[config.mk]
export PLATFORM = sky130hd
export DESIGN_NAME = fk_front
export DESIGN_NICKNAME = d
export VERILOG_FILES = /design/src/fk_pkg.sv /design/src/fk_cordic.sv /design/src/fk_front.sv
export VERILOG_INCLUDE_DIRS = /design/src /design/src/src
export SDC_FILE = /design/constraint.sdc
export NUM_CORES = 2
export LEC_CHECK = 0
export BUFFER_PORTS_ARGS = -buffer_cell sky130_fd_sc_hd__buf_4
export CAP_MARGIN = 0
export CORE_UTILIZATION = 35
export DETAILED_ROUTE_END_ITERATION = 6
export GPL_TIMING_DRIVEN = 0
export SETUP_SLACK_MARGIN = 0.3
export SLEW_MARGIN = 20
export SYNTH_ARGS = -nofsm -noshare
export SYNTH_HDL_FRONTEND = slang
export SYNTH_SLANG_ARGS = --single-unit
[constraint.sdc]
create_clock -name clk -period 81.9 [get_ports clk]
set_input_delay 16.38 -clock clk [delete_from_list [all_inputs] [get_ports clk]]
set_output_delay 16.38 -clock clk [all_outputs]
set_load 0.01 [all_outputs]
[src/arm_forward_kinematics_7dof_defines.svh]
// ----------------------------------------------------------------------------
// Assertion macros
// Shared assertion helpers for the forward kinematics block.
// ----------------------------------------------------------------------------
`ifndef ARM_FORWARD_KINEMATICS_7DOF_DEFINES_SVH
`define ARM_FORWARD_KINEMATICS_7DOF_DEFINES_SVH

// A property that must hold at every clock edge outside reset.
`define FK_ASSERT(lbl, prop, msg) \
    lbl: assert property (@(posedge clk) disable iff (!rst_n) (prop)) else $error(msg);

// An implication that must hold at every clock edge outside reset.
`define FK_ASSERT_IMPL(lbl, ante, cons, msg) \
    lbl: assert property (@(posedge clk) disable iff (!rst_n) (ante) |-> (cons)) \
        else $error(msg);

`endif

[src/fk_pkg.sv]
// ----------------------------------------------------------------------------
// Forward kinematics package
// Widths, register indexes, joint constants and shared types.
// ----------------------------------------------------------------------------
`timescale 1ns / 1ps

package fk_pkg;

    localparam int NJOINT   = 7;
    localparam int ANG_W    = 16;
    localparam int LEN_W    = 17;
    localparam int POS_W    = 19;
    localparam int CS_W     = 19;
    localparam int CORD_W   = 20;
    localparam int FRAME_W  = 3;
    localparam int NSTEP    = 16;
    localparam int IDX_W    = 2;

    localparam logic [IDX_W-1:0] REG_BASE    = 2'd0;
    localparam logic [IDX_W-1:0] REG_UPPER   = 2'd1;
    localparam logic [IDX_W-1:0] REG_FOREARM = 2'd2;
    localparam logic [IDX_W-1:0] REG_TOOL    = 2'd3;

    localparam logic [LEN_W-1:0] BASE_RST    = 17'd20316;
    localparam logic [LEN_W-1:0] UPPER_RST   = 17'd26214;
    localparam logic [LEN_W-1:0] FOREARM_RST = 17'd25559;
    localparam logic [LEN_W-1:0] TOOL_RST    = 17'd5112;

    localparam logic [FRAME_W-1:0] LAST_JOINT = 3'd6;

    localparam logic signed [CORD_W-1:0] PI_Q16      = 20'sd205887;
    localparam logic signed [CORD_W-1:0] HALF_PI_Q16 = 20'sd102944;
    localparam logic signed [CORD_W-1:0] CORDIC_K    = 20'sd39797;
    localparam logic signed [CS_W-1:0]   ONE_Q16     = 19'sd65536;
    localparam logic signed [POS_W-1:0]  POS_MAX     = 19'sd262143;
    localparam logic signed [POS_W-1:0]  POS_MIN     = -19'sd262144;

    typedef enum logic [1:0] {
        TWIST_POS,
        TWIST_NEG,
        TWIST_NONE
    } twist_t;

    typedef struct packed {
        logic [FRAME_W-1:0]     joint;
        logic signed [CS_W-1:0] cos_v;
        logic signed [CS_W-1:0] sin_v;
    } sc_t;

    function automatic logic [15:0] atan_q16(input int step);
        logic [15:0] v;
        unique case (step)
            0:       v = 16'd51472;
            1:       v = 16'd30386;
            2:       v = 16'd16055;
            3:       v = 16'd8150;
            4:       v = 16'd4091;
            5:       v = 16'd2047;
            6:       v = 16'd1024;
            7:       v = 16'd512;
            8:       v = 16'd256;
            9:       v = 16'd128;
            10:      v = 16'd64;
            11:      v = 16'd32;
            12:      v = 16'd16;
            13:      v = 16'd8;
            14:      v = 16'd4;
            default: v = 16'd2;
        endcase
        return v;
    endfunction

    function automatic twist_t twist_of(input logic [FRAME_W-1:0] joint);
        twist_t t;
        unique case (joint)
            3'd0, 3'd3, 3'd4: t = TWIST_POS;
            3'd1, 3'd2, 3'd5: t = TWIST_NEG;
            default:          t = TWIST_NONE;
        endcase
        return t;
    endfunction

endpackage

[src/fk_cordic.sv]
// ----------------------------------------------------------------------------
// Sine and cosine pipeline
// Folds the angle into +-pi/2 and runs a sixteen-stage rotation CORDIC.
// ----------------------------------------------------------------------------
`timescale 1ns / 1ps

module fk_cordic
(
    input  logic                            clk,
    input  logic                            rst_n,
    input  logic                            en,
    input  logic                            in_valid,
    input  logic [fk_pkg::FRAME_W-1:0]      in_joint,
    input  logic signed [fk_pkg::ANG_W-1:0] in_angle,
    output logic                            out_valid,
    output fk_pkg::sc_t                     out_sc
);
    import fk_pkg::*;

    logic                     valid_reg [0:NSTEP];
    logic [FRAME_W-1:0]       joint_reg [0:NSTEP];
    logic                     neg_reg   [0:NSTEP];
    logic signed [CORD_W-1:0] x_reg     [0:NSTEP];
    logic signed [CORD_W-1:0] y_reg     [0:NSTEP];
    logic signed [CORD_W-1:0] z_reg     [0:NSTEP];

    logic signed [CORD_W-1:0] z_in;
    logic signed [CORD_W-1:0] z_fold;
    logic                     neg_fold;
    logic signed [CORD_W-1:0] cos_full;
    logic signed [CORD_W-1:0] sin_full;

    always_comb
    begin
        z_in = {in_angle[ANG_W-1], in_angle, 3'b000};
        priority if (z_in > HALF_PI_Q16)
        begin
            z_fold   = z_in - PI_Q16;
            neg_fold = 1'b1;
        end
        else if (z_in < -HALF_PI_Q16)
        begin
            z_fold   = z_in + PI_Q16;
            neg_fold = 1'b1;
        end
        else
        begin
            z_fold   = z_in;
            neg_fold = 1'b0;
        end
    end

    always_ff @(posedge clk or negedge rst_n)
    begin
        if (!rst_n)
        begin
            valid_reg[0] <= 1'b0;
        end
        else if (en)
        begin
            valid_reg[0] <= in_valid;
        end
    end

    always_ff @(posedge clk)
    begin
        if (en)
        begin
            joint_reg[0] <= in_joint;
            neg_reg[0]   <= neg_fold;
            x_reg[0]     <= CORDIC_K;
            y_reg[0]     <= '0;
            z_reg[0]     <= z_fold;
        end
    end

    for (genvar i = 0; i < NSTEP; i++)
    begin : g_step
        logic                     dir;
        logic signed [CORD_W-1:0] atan_v;
        logic signed [CORD_W-1:0] xs;
        logic signed [CORD_W-1:0] ys;

        always_comb
        begin
            dir    = !z_reg[i][CORD_W-1];
            atan_v = $signed({4'b0000, atan_q16(i)});
            xs     = x_reg[i] >>> i;
            ys     = y_reg[i] >>> i;
        end

        always_ff @(posedge clk or negedge rst_n)
        begin
            if (!rst_n)
            begin
                valid_reg[i+1] <= 1'b0;
            end
            else if (en)
            begin
                valid_reg[i+1] <= valid_reg[i];
            end
        end

        always_ff @(posedge clk)
        begin
            if (en)
            begin
                joint_reg[i+1] <= joint_reg[i];
                neg_reg[i+1]   <= neg_reg[i];
                x_reg[i+1]     <= dir ? x_reg[i] - ys : x_reg[i] + ys;
                y_reg[i+1]     <= dir ? y_reg[i] + xs : y_reg[i] - xs;
                z_reg[i+1]     <= dir ? z_reg[i] - atan_v : z_reg[i] + atan_v;
            end
        end
    end

    always_comb
    begin
        cos_full     = neg_reg[NSTEP] ? -x_reg[NSTEP] : x_reg[NSTEP];
        sin_full     = neg_reg[NSTEP] ? -y_reg[NSTEP] : y_reg[NSTEP];
        out_valid    = valid_reg[NSTEP];
        out_sc.joint = joint_reg[NSTEP];
        out_sc.cos_v = cos_full[CS_W-1:0];
        out_sc.sin_v = sin_full[CS_W-1:0];
    end

endmodule

[src/fk_front.sv]
// ----------------------------------------------------------------------------
// Front end
// Takes joint-angle items; feeds one joint per cycle to CORDIC unless stalled.
// ----------------------------------------------------------------------------
`timescale 1ns / 1ps
`include "arm_forward_kinematics_7dof_defines.svh"

module fk_front
(
    input  logic                                      clk,
    input  logic                                      rst_n,
    input  logic                                      in_valid,
    output logic                                      in_ready,
    input  logic [fk_pkg::NJOINT*fk_pkg::ANG_W-1:0]   in_data,
    input  logic                                      q_full,
    output logic                                      push,
    output fk_pkg::sc_t                               push_sc
);
    import fk_pkg::*;

    logic [NJOINT-1:0][ANG_W-1:0] item_reg;
    logic [FRAME_W-1:0]           cnt_reg;
    logic [FRAME_W-1:0]           cnt_next;
    logic                         busy_reg;
    logic                         busy_next;
    logic                         adv;
    logic                         cord_valid;
    logic                         take;

    fk_cordic u_cordic
    (
        .clk       (clk),
        .rst_n     (rst_n),
        .en        (adv),
        .in_valid  (busy_reg),
        .in_joint  (cnt_reg),
        .in_angle  ($signed(item_reg[cnt_reg])),
        .out_valid (cord_valid),
        .out_sc    (push_sc)
    );

    always_comb
    begin
        adv       = !(cord_valid && q_full);
        push      = cord_valid && adv;
        in_ready  = !busy_reg || (adv && cnt_reg == LAST_JOINT);
        take      = in_valid && in_ready;
        busy_next = busy_reg;
        cnt_next  = cnt_reg;
        if (adv && busy_reg)
        begin
            if (cnt_reg == LAST_JOINT)
            begin
                busy_next = 1'b0;
            end
            else
            begin
                cnt_next = cnt_reg + 3'd1;
            end
        end
        if (take)
        begin
            busy_next = 1'b1;
            cnt_next  = '0;
        end
    end

    always_ff @(posedge clk or negedge rst_n)
    begin
        if (!rst_n)
        begin
            busy_reg <= 1'b0;
            cnt_reg  <= '0;
        end
        else
        begin
            busy_reg <= busy_next;
            cnt_reg  <= cnt_next;
        end
    end

    always_ff @(posedge clk)
    begin
        if (take)
        begin
            item_reg <= in_data;
        end
    end

    `FK_ASSERT_IMPL(a_ready_at_end, busy_reg && in_ready, cnt_reg == LAST_JOINT, "early accept")

endmodule

==> out/results.txt <==
most frequent cell after synthesis = edfxtp_1
Overall Global Routing Usage = 15.72%
clock buffer count from CTS = 117
#FFs+latches synth = 1074
RSZ-0062 raised after global routing = no
Max Fclk = 29.83 MHz
Iter 0 DRT Violations = 3004
synthesized area per cell = 10.58 um^2
aggregate routed wire length = 173700 um
Clk pin slew, worst setup/hold paths = 0.06 ns
GR Util met1 = 18.42%
Layout fillers = 20510
HPWL Detailed = 137500 um
Starting Density = 35.36%
CTS Root Cell = clkbuf_16
Fin. Hold Viols = 0
crit end category = primary output
setup TNS = 0 ns
port bufs = 158
cell family with most CP delay = buffers and inverters
Global Route met3 Usage = 1.967%
nets = 8412
die area = 0.2172 mm^2
Post-DRT Antenna Nets = 0
area of placed instances = 0.08063 mm^2
number of max-cap violations = 0
top cells by count, synth = edfxtp_1, ha_1, nor2_1, xnor2_1, a21oi_1
cells on worst reg2reg path = 14
CP startpoint kind = input pin
post-cts sizing count = 0
Slowest-stage cell, CP = o21ai_0
crit path cell chain = buf_4 -> and2_1 -> o21ai_0 -> buf_4
WP data required = 65.52 ns
slew margin rel. = 34.11%
DIE WIDTH = 466.1 um
CORE AREA = 0.2131 mm^2
top cell type's share of synthesized area = 41.95%
clk_skew = 0.09832 ns
Die Y = 466.1 um
vias in the first global route = 53430
Yosys cell types = 105
FF+latch area = 0.03215 mm^2
CP dominant cell by count = buf_4
reg2reg start = u_cordic.z_reg[0][59]$_DFFE_PN_
Final Critical Period = 33.52 ns
slew of the pin with the lowest slew margin = 0.9756 ns
met2 Usage GRT = 29.45%
top post-synthesis cells by area = edfxtp_1, ha_1, xnor2_1, a21oi_1, xor2_1
setup violators final = 0
GR Overflow Total = 0
fin area = 0.08473 mm^2
sequential fraction of the synthesis area = 42.65%
P&R area growth vs syn = 12.41%
EDFF count, synth = 1053
Cells after Synth = 7125
GRT Max-Usage Layer = met2
CTS tree = yes
Final Cycle Share = 40.93%
Top FF cell, synth = edfxtp_1
Setup crit end = in_ready
row count = 169
asr flop ratio synth = 1.955%
Clock Sinks = 1074
DRC violations left = 0
placer congestion estimate = 0.8895
Synth Cell Area = 0.07538 mm^2
Final Slew Violations = 0
Clock Tree Buf Depth = 3
hold_buf cts = 0
WP data arrival = 17.14 ns
DRT Pass-1 Iters = 6
DR WL/cell = 16.78 um
worst hold path type = flip-flop to flip-flop
CP Buf/Inv Count = 2
H-tree depth = 3
largest net degree at the start of global routing = 61
slowest stage delay, CP = 0.29 ns
Synth warnings = 0
worst skew pair latency = 0.81 ns
vias per cell = 5.201
capturing point of the worst reg2reg path = u_cordic.x_reg[0][78]$_DFFE_PN_
max reg flops = 298
setup bufs post-CTS = 0
area of the multi-input gates = 0.04142 mm^2
initial antenna violation count = 3
CP Depth = 4
worst reg-to-reg setup slack = 76.66 ns
Top-Level Pins = 159
first-pass GRT wire length = 278500 um
WS Path Type = input pin to primary output
status = finished clean
share of cells above drive strength 1 = 6.977%
Critical Path Start = q_full
cell taking the most area after synthesis = edfxtp_1
Worst Path Max Fanout = 3
Vias = 53830
==> worst reg2reg max path: stages, from the launching register on <==
cell	delay, ns
edfxtp_1	0.57
clkbuf_1	0.36
clkbuf_1	0.44
buf_1	0.51
o21ai_0	0.32
fa_1	0.49
a21oi_1	0.23
o21ai_0	0.15
a2111oi_0	0.72
o31ai_1	0.28
o21ai_0	0.35
o21ai_0	0.18
o21a_1	0.21
o21ai_0	0.19
xnor2_1	0.09
==> layout make-up <==
cell class              instances  share of cell area, %
clock inverters                75                  1.189
inverters                     358                  1.586
plain buffers                  92                 0.5700
multi-input cells            5603                  48.88
flip-flops and latches       1074                  37.94
diodes                          3               0.008860
repair buffers                179                  2.011
well taps                    2821                  4.166
clock buffers                 144                  3.649
==> kinds of logic after synthesis <==
kind of cell,Yosys count,synth area share [%]
adder cells (fa/ha/maj),871,14.89
AO/OA/AOI/OAI,1761,14.97
multiplexers,132,2.128
other,2,0.009963
flip-flops,1074,42.65
buffers and inverters,450,2.415
AND/OR/NAND/NOR,1907,12.14
XOR/XNOR,928,10.80
==> worst min-delay path by stage <==
stage,cells after the start,end,from,slack [ns]
finish,0,u_cordic.z_reg[0][165]$_DFFE_PN_,u_cordic.z_reg[0][145]$_DFFE_PN_,0.36
CTS,0,u_cordic.z_reg[0][165]$_DFFE_PN_,u_cordic.z_reg[0][145]$_DFFE_PN_,0.35
floorplan,0,u_cordic.joint_reg[0][10]$_DFFE_PN_,u_cordic.joint_reg[0][7]$_DFFE_PN_,0.40
global route,0,u_cordic.z_reg[0][165]$_DFFE_PN_,u_cordic.z_reg[0][145]$_DFFE_PN_,0.36
global placement,0,u_cordic.joint_reg[1][11]$_DFFE_PN_,u_cordic.joint_reg[1][8]$_DFFE_PN_,0.40
detailed placement,0,u_cordic.joint_reg[0][11]$_DFFE_PN_,u_cordic.joint_reg[0][8]$_DFFE_PN_,0.40
==> metrics by stage <==
| stage | util, % | hold slack, ns | setup slack (ns) | cells |
|---|---|---|---|---|
| 4_1_cts | 39.75 | 0.3523 | 48.37 | 10350 |
| 5_1_grt | 39.75 | 0.3628 | 48.33 | 10350 |
| 3_3_place_gp | 37.58 | 0.4002 | 25.89 | 10110 |
| 2_1_floorplan | - | 0.4003 | 36.22 | 7127 |
| 3_5_place_dp | 37.83 | 0.4045 | 48.36 | 10130 |
| 6_report | 39.75 | 0.3593 | 48.38 | 10350 |
==> per-layer routing <==
| layer | vias up | wire, um |
|---|---|---|
| li1 | 27070 | - |
| met1 | 25590 | 73270 |
| met2 | 887 | 89430 |
| met3 | 287 | 5820 |
| met4 | 0 | 5165 |
| met5 | - | 0 |
==> placed cells by master, fill, tap and decap left out, types with 135 or more instances in the layout <==
master    Yosys  layout
ha_1        828     828
nand2_1     337     337
xor2_1      291     291
nor2_1      663     663
buf_4         3     161
a21o_1      152     152
inv_1       352     352
nand3_1     135     135
o21ai_0     299     299
edfxtp_1   1053    1053
nor3_1      232     232
o21a_1      147     147
xnor2_1     636     636
a21oi_1     620     620
Power is left out: the tool's default activity adds up to more than one toggle a clock period on the data nets, which glitch-free logic cannot reach.
