### src/arm_forward_kinematics_7dof_defines.svh
// ----------------------------------------------------------------------------
// Assertion macros
// Shared assertion helpers for the forward kinematics block.
// ----------------------------------------------------------------------------
`ifndef ARM_FORWARD_KINEMATICS_7DOF_DEFINES_SVH
`define ARM_FORWARD_KINEMATICS_7DOF_DEFINES_SVH

// A property that must hold at every clock edge outside reset.
`define FK_ASSERT(lbl, prop, msg) \
    lbl: assert property (@(posedge clk) disable iff (!rst_n) (prop)) else $error(msg);

// An implication that must hold at every clock edge outside reset.
`define FK_ASSERT_IMPL(lbl, ante, cons, msg) \
    lbl: assert property (@(posedge clk) disable iff (!rst_n) (ante) |-> (cons)) \
        else $error(msg);

`endif

### src/fk_pkg.sv
// ----------------------------------------------------------------------------
// Forward kinematics package
// Widths, register indexes, joint constants and shared types.
// ----------------------------------------------------------------------------
`timescale 1ns / 1ps

package fk_pkg;

    localparam int NJOINT   = 7;
    localparam int ANG_W    = 16;
    localparam int LEN_W    = 17;
    localparam int POS_W    = 19;
    localparam int CS_W     = 19;
    localparam int CORD_W   = 20;
    localparam int FRAME_W  = 3;
    localparam int NSTEP    = 16;
    localparam int IDX_W    = 2;

    localparam logic [IDX_W-1:0] REG_BASE    = 2'd0;
    localparam logic [IDX_W-1:0] REG_UPPER   = 2'd1;
    localparam logic [IDX_W-1:0] REG_FOREARM = 2'd2;
    localparam logic [IDX_W-1:0] REG_TOOL    = 2'd3;

    localparam logic [LEN_W-1:0] BASE_RST    = 17'd20316;
    localparam logic [LEN_W-1:0] UPPER_RST   = 17'd26214;
    localparam logic [LEN_W-1:0] FOREARM_RST = 17'd25559;
    localparam logic [LEN_W-1:0] TOOL_RST    = 17'd5112;

    localparam logic [FRAME_W-1:0] LAST_JOINT = 3'd6;

    localparam logic signed [CORD_W-1:0] PI_Q16      = 20'sd205887;
    localparam logic signed [CORD_W-1:0] HALF_PI_Q16 = 20'sd102944;
    localparam logic signed [CORD_W-1:0] CORDIC_K    = 20'sd39797;
    localparam logic signed [CS_W-1:0]   ONE_Q16     = 19'sd65536;
    localparam logic signed [POS_W-1:0]  POS_MAX     = 19'sd262143;
    localparam logic signed [POS_W-1:0]  POS_MIN     = -19'sd262144;

    typedef enum logic [1:0] {
        TWIST_POS,
        TWIST_NEG,
        TWIST_NONE
    } twist_t;

    typedef struct packed {
        logic [FRAME_W-1:0]     joint;
        logic signed [CS_W-1:0] cos_v;
        logic signed [CS_W-1:0] sin_v;
    } sc_t;

    function automatic logic [15:0] atan_q16(input int step);
        logic [15:0] v;
        unique case (step)
            0:       v = 16'd51472;
            1:       v = 16'd30386;
            2:       v = 16'd16055;
            3:       v = 16'd8150;
            4:       v = 16'd4091;
            5:       v = 16'd2047;
            6:       v = 16'd1024;
            7:       v = 16'd512;
            8:       v = 16'd256;
            9:       v = 16'd128;
            10:      v = 16'd64;
            11:      v = 16'd32;
            12:      v = 16'd16;
            13:      v = 16'd8;
            14:      v = 16'd4;
            default: v = 16'd2;
        endcase
        return v;
    endfunction

    function automatic twist_t twist_of(input logic [FRAME_W-1:0] joint);
        twist_t t;
        unique case (joint)
            3'd0, 3'd3, 3'd4: t = TWIST_POS;
            3'd1, 3'd2, 3'd5: t = TWIST_NEG;
            default:          t = TWIST_NONE;
        endcase
        return t;
    endfunction

endpackage

### src/fk_queue.sv
// ----------------------------------------------------------------------------
// Sine and cosine queue
// Short register FIFO that decouples the CORDIC front from the back end.
// ----------------------------------------------------------------------------
`timescale 1ns / 1ps
`include "arm_forward_kinematics_7dof_defines.svh"

module fk_queue
(
    input  logic        clk,
    input  logic        rst_n,
    input  logic        push,
    input  fk_pkg::sc_t push_sc,
    input  logic        pop,
    output fk_pkg::sc_t pop_sc,
    output logic        full,
    output logic        empty
);
    import fk_pkg::*;

    sc_t        mem_reg [0:3];
    logic [1:0] wr_reg;
    logic [1:0] rd_reg;
    logic [2:0] count_reg;

    always_comb
    begin
        full   = count_reg == 3'd4;
        empty  = count_reg == 3'd0;
        pop_sc = mem_reg[rd_reg];
    end

    always_ff @(posedge clk or negedge rst_n)
    begin
        if (!rst_n)
        begin
            wr_reg    <= '0;
            rd_reg    <= '0;
            count_reg <= '0;
        end
        else
        begin
            if (push)
            begin
                wr_reg <= wr_reg + 2'd1;
            end
            if (pop)
            begin
                rd_reg <= rd_reg + 2'd1;
            end
            count_reg <= count_reg + {2'b00, push} - {2'b00, pop};
        end
    end

    always_ff @(posedge clk)
    begin
        if (push)
        begin
            mem_reg[wr_reg] <= push_sc;
        end
    end

    `FK_ASSERT(a_no_overflow, !(push && full), "push into full queue")
    `FK_ASSERT(a_no_underflow, !(pop && empty), "pop from empty queue")

endmodule

### config.mk
export PLATFORM = sky130hd
export DESIGN_NAME = fk_queue
export DESIGN_NICKNAME = d
export VERILOG_FILES = /design/src/fk_pkg.sv /design/src/fk_queue.sv
export VERILOG_INCLUDE_DIRS = /design/src /design/src/src
export SDC_FILE = /design/constraint.sdc
export NUM_CORES = 1
export LEC_CHECK = 0
export BUFFER_PORTS_ARGS = -buffer_cell sky130_fd_sc_hd__buf_2
export CAP_MARGIN = 20
export CORE_MARGIN = 5
export CORE_UTILIZATION = 51
export DETAILED_ROUTE_END_ITERATION = 8
export HOLD_SLACK_MARGIN = 0.05
export PLACE_DENSITY = 0.8
export SETUP_SLACK_MARGIN = 0.4
export SKIP_LAST_GASP = 1
export SLEW_MARGIN = 25
export SYNTH_ARGS = -nofsm -noshare
export SYNTH_HDL_FRONTEND = slang
export SYNTH_SLANG_ARGS = --single-unit
### constraint.sdc
create_clock -name clk -period 1.95 [get_ports clk]
set_clock_uncertainty 0.05 [all_clocks]
set_input_delay 0.2925 -clock clk [delete_from_list [all_inputs] [get_ports clk]]
set_output_delay 0.2925 -clock clk [all_outputs]
set_load 0.01 [all_outputs]
==> flow_summary.ini, run 1 <==
[outcome]
status = finished, violations left
failed_checks = negative setup slack

[timing]
fmax_ghz = 0.465
drv_slew = 0
finalSetupViolations = 41
post-route-period-util = 1.10
setup_ws_ns = -0.202
hold_viol_final = 0
relSlewSlack = 0.756
hold_ws_ns = 0.137
min_period_ns = 2.15
rsz0062_at_grt = yes
worst_pin_slew_ns = 0.366

[setup_path]
cp.arrival_ns = 1.81
critical_path.max_fanout = 6
ff2ff_path_depth = 6
crit_path_start_kind = flop
critical_path_class = flop to primary output
path_cells = buf_12 -> buf_12 -> mux4_2 -> buf_6
cp_common_cell = buf_12
critPathCaptureType = primary output
r2r_end = count_reg[2]
r2r_slack_ns = 0.36
crit_slowest_cell = dfrtp_4
critical_path_buf_inv_count = 3
rr_startpoint = count_reg[0]
slowest_delay_ns = 0.50
cp_top_family = flip-flops
crit_required_ns = 1.61

[final_layout]
nFillCells = 766
diodes = 0
largest_reg_flops = 164
synthToLayoutAreaGrowth_pct = 34.2
fin_nets = 471
mostFrequentLayoutCell = edfxtp_1
stdcell_count = 600
most-common-layout-cells = edfxtp_1, buf_2, dlygate4sd3_1
drive_gt1_frac = 0.472

[flow_run]
cap_viol_max_count = 0

[global_route]
grt_pass1_wl_um = 18300
grtUsageMet3 = 0.0427
met1_usage = 0.215
antenna_found_initial = 0
grt_pass1_vias = 3391
grt_overflow = 0
grt_start_max_net_pins = 42
use_met2 = 0.285
gr-max-usage-layer = met2
gr-usage-all-layers = 0.169

[routing]
first_pass_iters = 4
route.vias.total = 3104
via_per_inst = 5.17
drt-initial-drc-count = 174
wl_per_cell_um = 19.8
drt-total-wl_um = 11900
drc = 0
drtAntennaViolNets = 0

[hold_path]
min_path_cells = 3
hold_path_end = rd_reg[1]
worstHoldStart = pop
min_path_type = primary input to flop

[floorplan]
ios = 88
coreArea_sq_um = 12100
dieArea_sq_um = 14800
initial_core_util = 0.525
rows = 40
die_y_um = 122
fp.dieW_um = 122

[power]
p_leak_uw = 0.00306
ir_drop_mv = 0.872
p_per_area_nw_per_um2 = 1500

[placement]
pre_cts_ws_ns = 0.202
place_hpwl_um = 6480
io_buffers = 87
dp.cells = 505
finalWeightedCongestion = 0.688

[clock_network]
ctsHtreeMaxLevel = 4
ctsLongestPathBuffers = 2
numClockSinks = 171
cts_tree = yes
clock_latency_ns = 0.41
clk_pin_slew_ns = 0.06
numCtsBuffers = 17
cts_root_buffer = clkbuf_16

[logic_synthesis]
syn_area_sq_um = 6360
syn_inst = 249
syn_nets = 301
ys_ff_latch = 171
synth_cell_types = 18
synth_seq_area_share = 0.802
yosysWarningCount = 0
avgSynthCellArea_sq_um = 25.5
-- through the flow --
stage	setup TNS [ns]	cell area, sq um	power, uW	util
after CTS	-7.79	8390	12700	0.693
final	-6.66	8530	12800	0.705
after global routing	-9.05	8530	13400	0.705
after detailed placement	0	7080	8580	0.584
after global placement	0	7070	8500	0.584
after floorplan	0	6370	7340	-
-- metal layers --
layer,share of wire,routed length (um)
met4,0.013,157
met5,0,0
met2,0.53,6320
met3,0.050,591
met1,0.41,4830
-- synthesized netlist by cell type (all sizes together) --
master | instances | share of area
dfrtp | 7 | 0.028
and2 | 4 | 0.0039
clkbuf | 1 | 0.00059
inv | 6 | 0.0035
nand2 | 2 | 0.0012
o21ai | 1 | 0.00079
edfxtp | 164 | 0.77
and3 | 1 | 0.00098
buf | 9 | 0.018
fa | 1 | 0.0031
ha | 6 | 0.012
nor3 | 1 | 0.00079
xnor2 | 2 | 0.0028
mux4 | 41 | 0.15
xor2 | 3 | 0.0041
-- final cells by class --
| cell class | instances | area (sq um) | area share |
|---|---|---|---|
| inverters | 6 | 22.5 | 0.00264 |
| repair buffers | 160 | 1410 | 0.165 |
| clock buffers | 17 | 425 | 0.0498 |
| multi-input cells | 63 | 1170 | 0.138 |
| flip-flops and latches | 171 | 5100 | 0.598 |
| well taps | 168 | 210 | 0.0246 |
| clock inverters | 15 | 188 | 0.0220 |
-- repair_timing --
item,CTS,global route
pin swaps,1,5
setup buffers,14,1
endpoints found under the hold margin,171,0
gates resized for setup,15,18
cloned,4,1
hold buffers,43,0
setup endpoints to repair,180,103
-- how the worst max path moves through the flow --
| stage | start | to | slack, ns | cells after the start |
|---|---|---|---|---|
| 6_report | rd_reg[0] | pop_sc[10] | -0.20 | 4 |
| 5_1_grt | rd_reg[0] | pop_sc[15] | -0.26 | 4 |
| 4_1_cts | rd_reg[0] | pop_sc[36] | -0.23 | 4 |
| 3_5_place_dp | rd_reg[0] | pop_sc[1] | 0.20 | 3 |
| 3_3_place_gp | wr_reg[1] | mem_reg[3][18] | 0.06 | 2 |
| 2_1_floorplan | wr_reg[0] | mem_reg[3][0] | 0.41 | 2 |
-- kinds of logic (layout without fill, tap and decap cells) --
logic type,Yosys count,after routing,synth area share
adders and majority gates,7,7,0.0150
DFF,171,171,0.802
and+or+nand+nor,8,9,0.00689
xor gates and xnor gates,5,5,0.00689
AOI/OAI and AO/OA,1,1,0.000786
muxes,41,41,0.147
buffers and inverters,16,198,0.0216
-- worst min-delay path: cells and delay by family --
kind                      cells  cell delay (ns)
xor gates and xnor gates      1             0.06
buffers and inverters         1             0.13
and+or+nand+nor               1             0.08
-- power by group --
part           leakage, uW  internal [uW]  switching (uW)
clock network     0.000296           2040            1370
logic              0.00118           2380            1960
registers          0.00159           4820             225
total              0.00306           9240            3550
Note: power is estimated with default switching activity, not from simulation.
==> inputs of run 2 (changes only) <==
Settings changed: SKIP_CTS_REPAIR_TIMING set to 1.
==> run 2 against run 1 <==
The flow still finishes with violations (negative setup slack). Clock power about the same. Wire length fell by 1.6%. Design area shrank 2.0%. Die area is the same. Clock-buffer cell count unchanged. Global-route usage is 1.6 points lower. Critical path type unchanged. Highest routed layer unchanged.
==> flow_summary.ini, run 2 (synthesized netlist as in run 1, its figures left out) <==
[outcome]
status = finished, violations left
failed_checks = negative setup slack

[final_layout]
synthToLayoutAreaGrowth_pct = 31.5
diodes = 0
largest_reg_flops = 164
mostFrequentLayoutCell = edfxtp_1
finalInstanceArea_sq_um = 8360
drive_gt1_frac = 0.483
most-common-layout-cells = edfxtp_1, buf_2, mux4_2
final_util = 0.691
fin_nets = 461

[routing]
drt-total-wl_um = 11700
first_pass_iters = 4
drc = 0
wl_per_cell_um = 19.9
drt-initial-drc-count = 223
route.vias.total = 3057
via_per_inst = 5.18
drtAntennaViolNets = 0

[setup_path]
cp.arrival_ns = 1.80
crit_required_ns = 1.61
path_cells = buf_12 -> mux4_1 -> buf_2
critPathCaptureType = primary output
crit_path_start_kind = flop
crit_slowest_cell = mux4_1
cp_top_family = multiplexers
slowest_delay_ns = 0.56
critical_path.max_fanout = 10
critical_path_class = flop to primary output
critical_path_buf_inv_count = 2

[floorplan]
dieArea_sq_um = 14800
rows = 40
ios = 88
initial_core_util = 0.525
die_y_um = 122
fp.dieW_um = 122
coreArea_sq_um = 12100

[global_route]
grt_overflow = 0
grt_pass1_vias = 3065
gr-usage-all-layers = 0.152
grt_start_max_net_pins = 42
antenna_found_initial = 0
grt_pass1_wl_um = 16500

[power]
p_per_area_nw_per_um2 = 1490
ir_drop_mv = 0.823
p_leak_uw = 0.00299

[timing]
post-route-period-util = 1.10
worst_pin_slew_ns = 0.337
rsz0062_at_grt = yes
finalSetupViolations = 41
hold_viol_final = 0
fmax_ghz = 0.466
min_period_ns = 2.15
setup_ws_ns = -0.196
drv_slew = 0
fin_tns_setup_ns = -5.95
relSlewSlack = 0.775

[clock_network]
numClockSinks = 171
clk_pin_slew_ns = 0.06
ctsHtreeMaxLevel = 4
numCtsBuffers = 17
cts_tree = yes
cts_root_buffer = clkbuf_16
clock_latency_ns = 0.41
ctsLongestPathBuffers = 2

[placement]
place_hpwl_um = 6480
placed_area_sq_um = 7080
finalWeightedCongestion = 0.688
io_buffers = 87

[flow_run]
cap_viol_max_count = 0

[hold_path]
min_path_type = primary input to flop
[run 2: changes by cell type in the layout (fill, tap and decap cells not counted), sizes merged]
cell         before  now
clkbuf           18   22
dlygate4sd3      43   34
buf             116  111
[run 2: worst paths after layout]
check | cells past startpoint | from | slack [ns] | end
hold / removal | 1 | push_sc[39] | 0.05 | mem_reg[3][39]
setup / recovery | 3 | rd_reg[0] | -0.20 | pop_sc[1]
hold reg to reg | 2 | wr_reg[0] | 0.56 | wr_reg[0]
max in group asynchronous | 2 | rst_n | 1.46 | rd_reg[0]
min in group asynchronous | 2 | rst_n | 0.20 | count_reg[2]
setup reg to reg | 6 | count_reg[0] | 0.42 | count_reg[2]
[run 2: per-stage QoR]
step / setup slack [ns] / hold WS [ns] / std cells / power [uW]
after floorplan: 0.405 / -0.0531 / 249 / 7340
after global placement: 0.0617 / 0.0866 / 505 / 8500
after detailed placement: 0.202 / 0.0905 / 505 / 8580
after CTS: -0.248 / -0.358 / 537 / 12000
after global routing: -0.239 / 0.0518 / 590 / 13100
final: -0.196 / 0.0492 / 590 / 12500
[run 2: cell type report]
| class | count | area, sq um |
|---|---|---|
| Clock inverter | 15 | 188 |
| Fill cell | 787 | 3750 |
| Inverter | 6 | 25.0 |
| Sequential cell | 171 | 5100 |
| Multi-Input combinational cell | 63 | 1190 |
| Clock buffer | 17 | 425 |
| Timing Repair Buffer | 150 | 1220 |
| Tap cell | 168 | 210 |
[run 2: power breakdown]
group | switching [uW] | leakage, uW | internal (uW)
logic | 1890 | 0.00111 | 2110
registers | 228 | 0.00159 | 4820
clock network | 1380 | 0.000296 | 2040
[run 2: metal layers]
metal,share of wire,track usage,vias to the layer above,wire [um]
met3,0.046,0.0455,10,539
li1,-,-,1377,-
met2,0.52,0.255,79,6140
met5,0,0,-,0
met1,0.42,0.195,1591,4950
met4,0.0073,0.0462,0,85
[run 2: worst register-to-register path: cells and delay by family (launching register included)]
family | cells | cell delay [ns]
DFF | 1 | 0.38
xor gates and xnor gates | 1 | 0.13
adders and majority gates | 3 | 0.76
buffers and inverters | 2 | 0.11
==> inputs of run 3 (changes only) <==
Settings changed: CORE_ASPECT_RATIO set to 1.75, CTS_BUF_LIST set to sky130_fd_sc_hd__clkbuf_16.
==> run 3 against run 2 <==
The run still ends with negative setup slack left. Combinational power rose by 18%. Clock power shrank 4%. Global-route usage increased by 0.80 points. First-iteration DRC count grew 8.1%. Sequential power barely moved. Critical endpoint is now pop_sc[38]. Largest cell class unchanged.
==> flow_summary.ini, run 3 (synthesized netlist as in run 1, its figures left out) <==
[timing]
fmax_ghz = 0.468
hold_ws_ns = 0.0521
worst_pin_slew_ns = 0.363
setup_ws_ns = -0.185
relSlewSlack = 0.758
drv_slew = 0
rsz0062_at_grt = yes
min_period_ns = 2.14
post-route-period-util = 1.10
hold_viol_final = 0
finalSetupViolations = 41

[routing]
wl_per_cell_um = 22.0
via_per_inst = 5.24
drc = 0
drt-initial-drc-count = 241
drt-total-wl_um = 13000
route.vias.total = 3104
first_pass_iters = 4
drtAntennaViolNets = 0

[setup_path]
critical_path.max_fanout = 7
r2r_end = mem_reg[0][9]
crit_path_start_kind = flop
rr_startpoint = wr_reg[0]
critical_path_class = flop to primary output
cp.arrival_ns = 1.79
r2r_slack_ns = 0.44
critPathCaptureType = primary output
crit_required_ns = 1.61
ff2ff_path_depth = 5

[clock_network]
ctsLongestPathBuffers = 2
cts_root_buffer = clkbuf_16
clock_latency_ns = 0.41
cts_tree = yes
numCtsBuffers = 17
clk_pin_slew_ns = 0.06
ctsHtreeMaxLevel = 4
numClockSinks = 171

[final_layout]
most-common-layout-cells = edfxtp_1, buf_2, mux4_2
largest_reg_flops = 164
final_util = 0.687
mostFrequentLayoutCell = edfxtp_1
fin_nets = 462
drive_gt1_frac = 0.482
finalInstanceArea_sq_um = 8490
synthToLayoutAreaGrowth_pct = 33.5

[hold_path]
hold_path_end = mem_reg[3][5]
min_path_type = primary input to flop
min_path_cells = 1
worstHoldStart = push_sc[5]

[power]
p_clk_frac = 0.251
p_comb_frac = 0.363
p_leak_uw = 0.00303
p_sw_frac = 0.277
total_power_uw = 13000
p_seq_frac = 0.386
ir_drop_mv = 0.974
p_sw_uw = 3610
p_per_area_nw_per_um2 = 1540
internal_power_uw = 9440

[placement]
place_hpwl_um = 7140
finalWeightedCongestion = 0.720
placed_area_sq_um = 7090
io_buffers = 87

[floorplan]
rows = 54
ios = 88
fp.dieW_um = 94.4
coreArea_sq_um = 12400
initial_core_util = 0.514
dieArea_sq_um = 14900
die_y_um = 158

[flow_run]
cap_viol_max_count = 0

[global_route]
grt_overflow = 0
grt_pass1_vias = 3122
grt_start_max_net_pins = 42
grt_pass1_wl_um = 17000
gr-usage-all-layers = 0.160
antenna_found_initial = 2

[outcome]
failed_checks = negative setup slack
status = finished, violations left
## run 3: final cells by class
type / count / area, sq um
inverters: 6 / 25.0
clock buffers: 17 / 425
clock inverters: 15 / 159
multi-input cells: 66 / 1190
flip-flops and latches: 171 / 5100
repair buffers: 148 / 1370
well taps: 168 / 210
diodes: 1 / 2.50
fillers: 778 / 3880
## run 3: through the flow
stage | setup TNS (ns) | worst slack, ns | std cells
finish | -6.38 | -0.185 | 592
global route | -8.57 | -0.236 | 591
CTS | -7.50 | -0.277 | 541
detailed placement | 0 | 0.171 | 509
global placement | 0 | 0.102 | 509
floorplan | 0 | 0.405 | 249
## run 3: worst max-delay path by stage
stage,slack (ns),depth (start not counted),end,startpoint
2_1_floorplan,0.41,2,mem_reg[3][0],wr_reg[0]
3_3_place_gp,0.10,2,mem_reg[3][14],wr_reg[1]
3_5_place_dp,0.17,3,pop_sc[0],rd_reg[0]
4_1_cts,-0.28,3,pop_sc[0],rd_reg[0]
5_1_grt,-0.24,4,pop_sc[12],rd_reg[0]
6_report,-0.19,4,pop_sc[38],rd_reg[0]
## run 3: power by group through the flow
| stage | Sequential (uW) | Combinational [uW] | Clock (uW) |
|---|---|---|---|
| global route | 5090 | 5040 | 3510 |
| global placement | 5040 | 3430 | 0 |
| detailed placement | 5090 | 3490 | 0 |
| CTS | 5020 | 3500 | 3320 |
| finish | 5040 | 4730 | 3280 |
| floorplan | 5000 | 2340 | 0 |
## run 3: critical path, cell delays in order, from the launching register on
cell and delay (ns):
dfrtp_2 0.41, buf_12 0.13, clkbuf_16 0.16, mux4_2 0.53, buf_6 0.14
## run 3: metal layers
layer  track usage  part of all wire  vias up
met1         0.186              0.36     1602
met3        0.0380             0.045       17
li1              -                 -     1371
met4        0.0833             0.017        4
met2         0.276              0.57      110
met5             0            0.0011        -
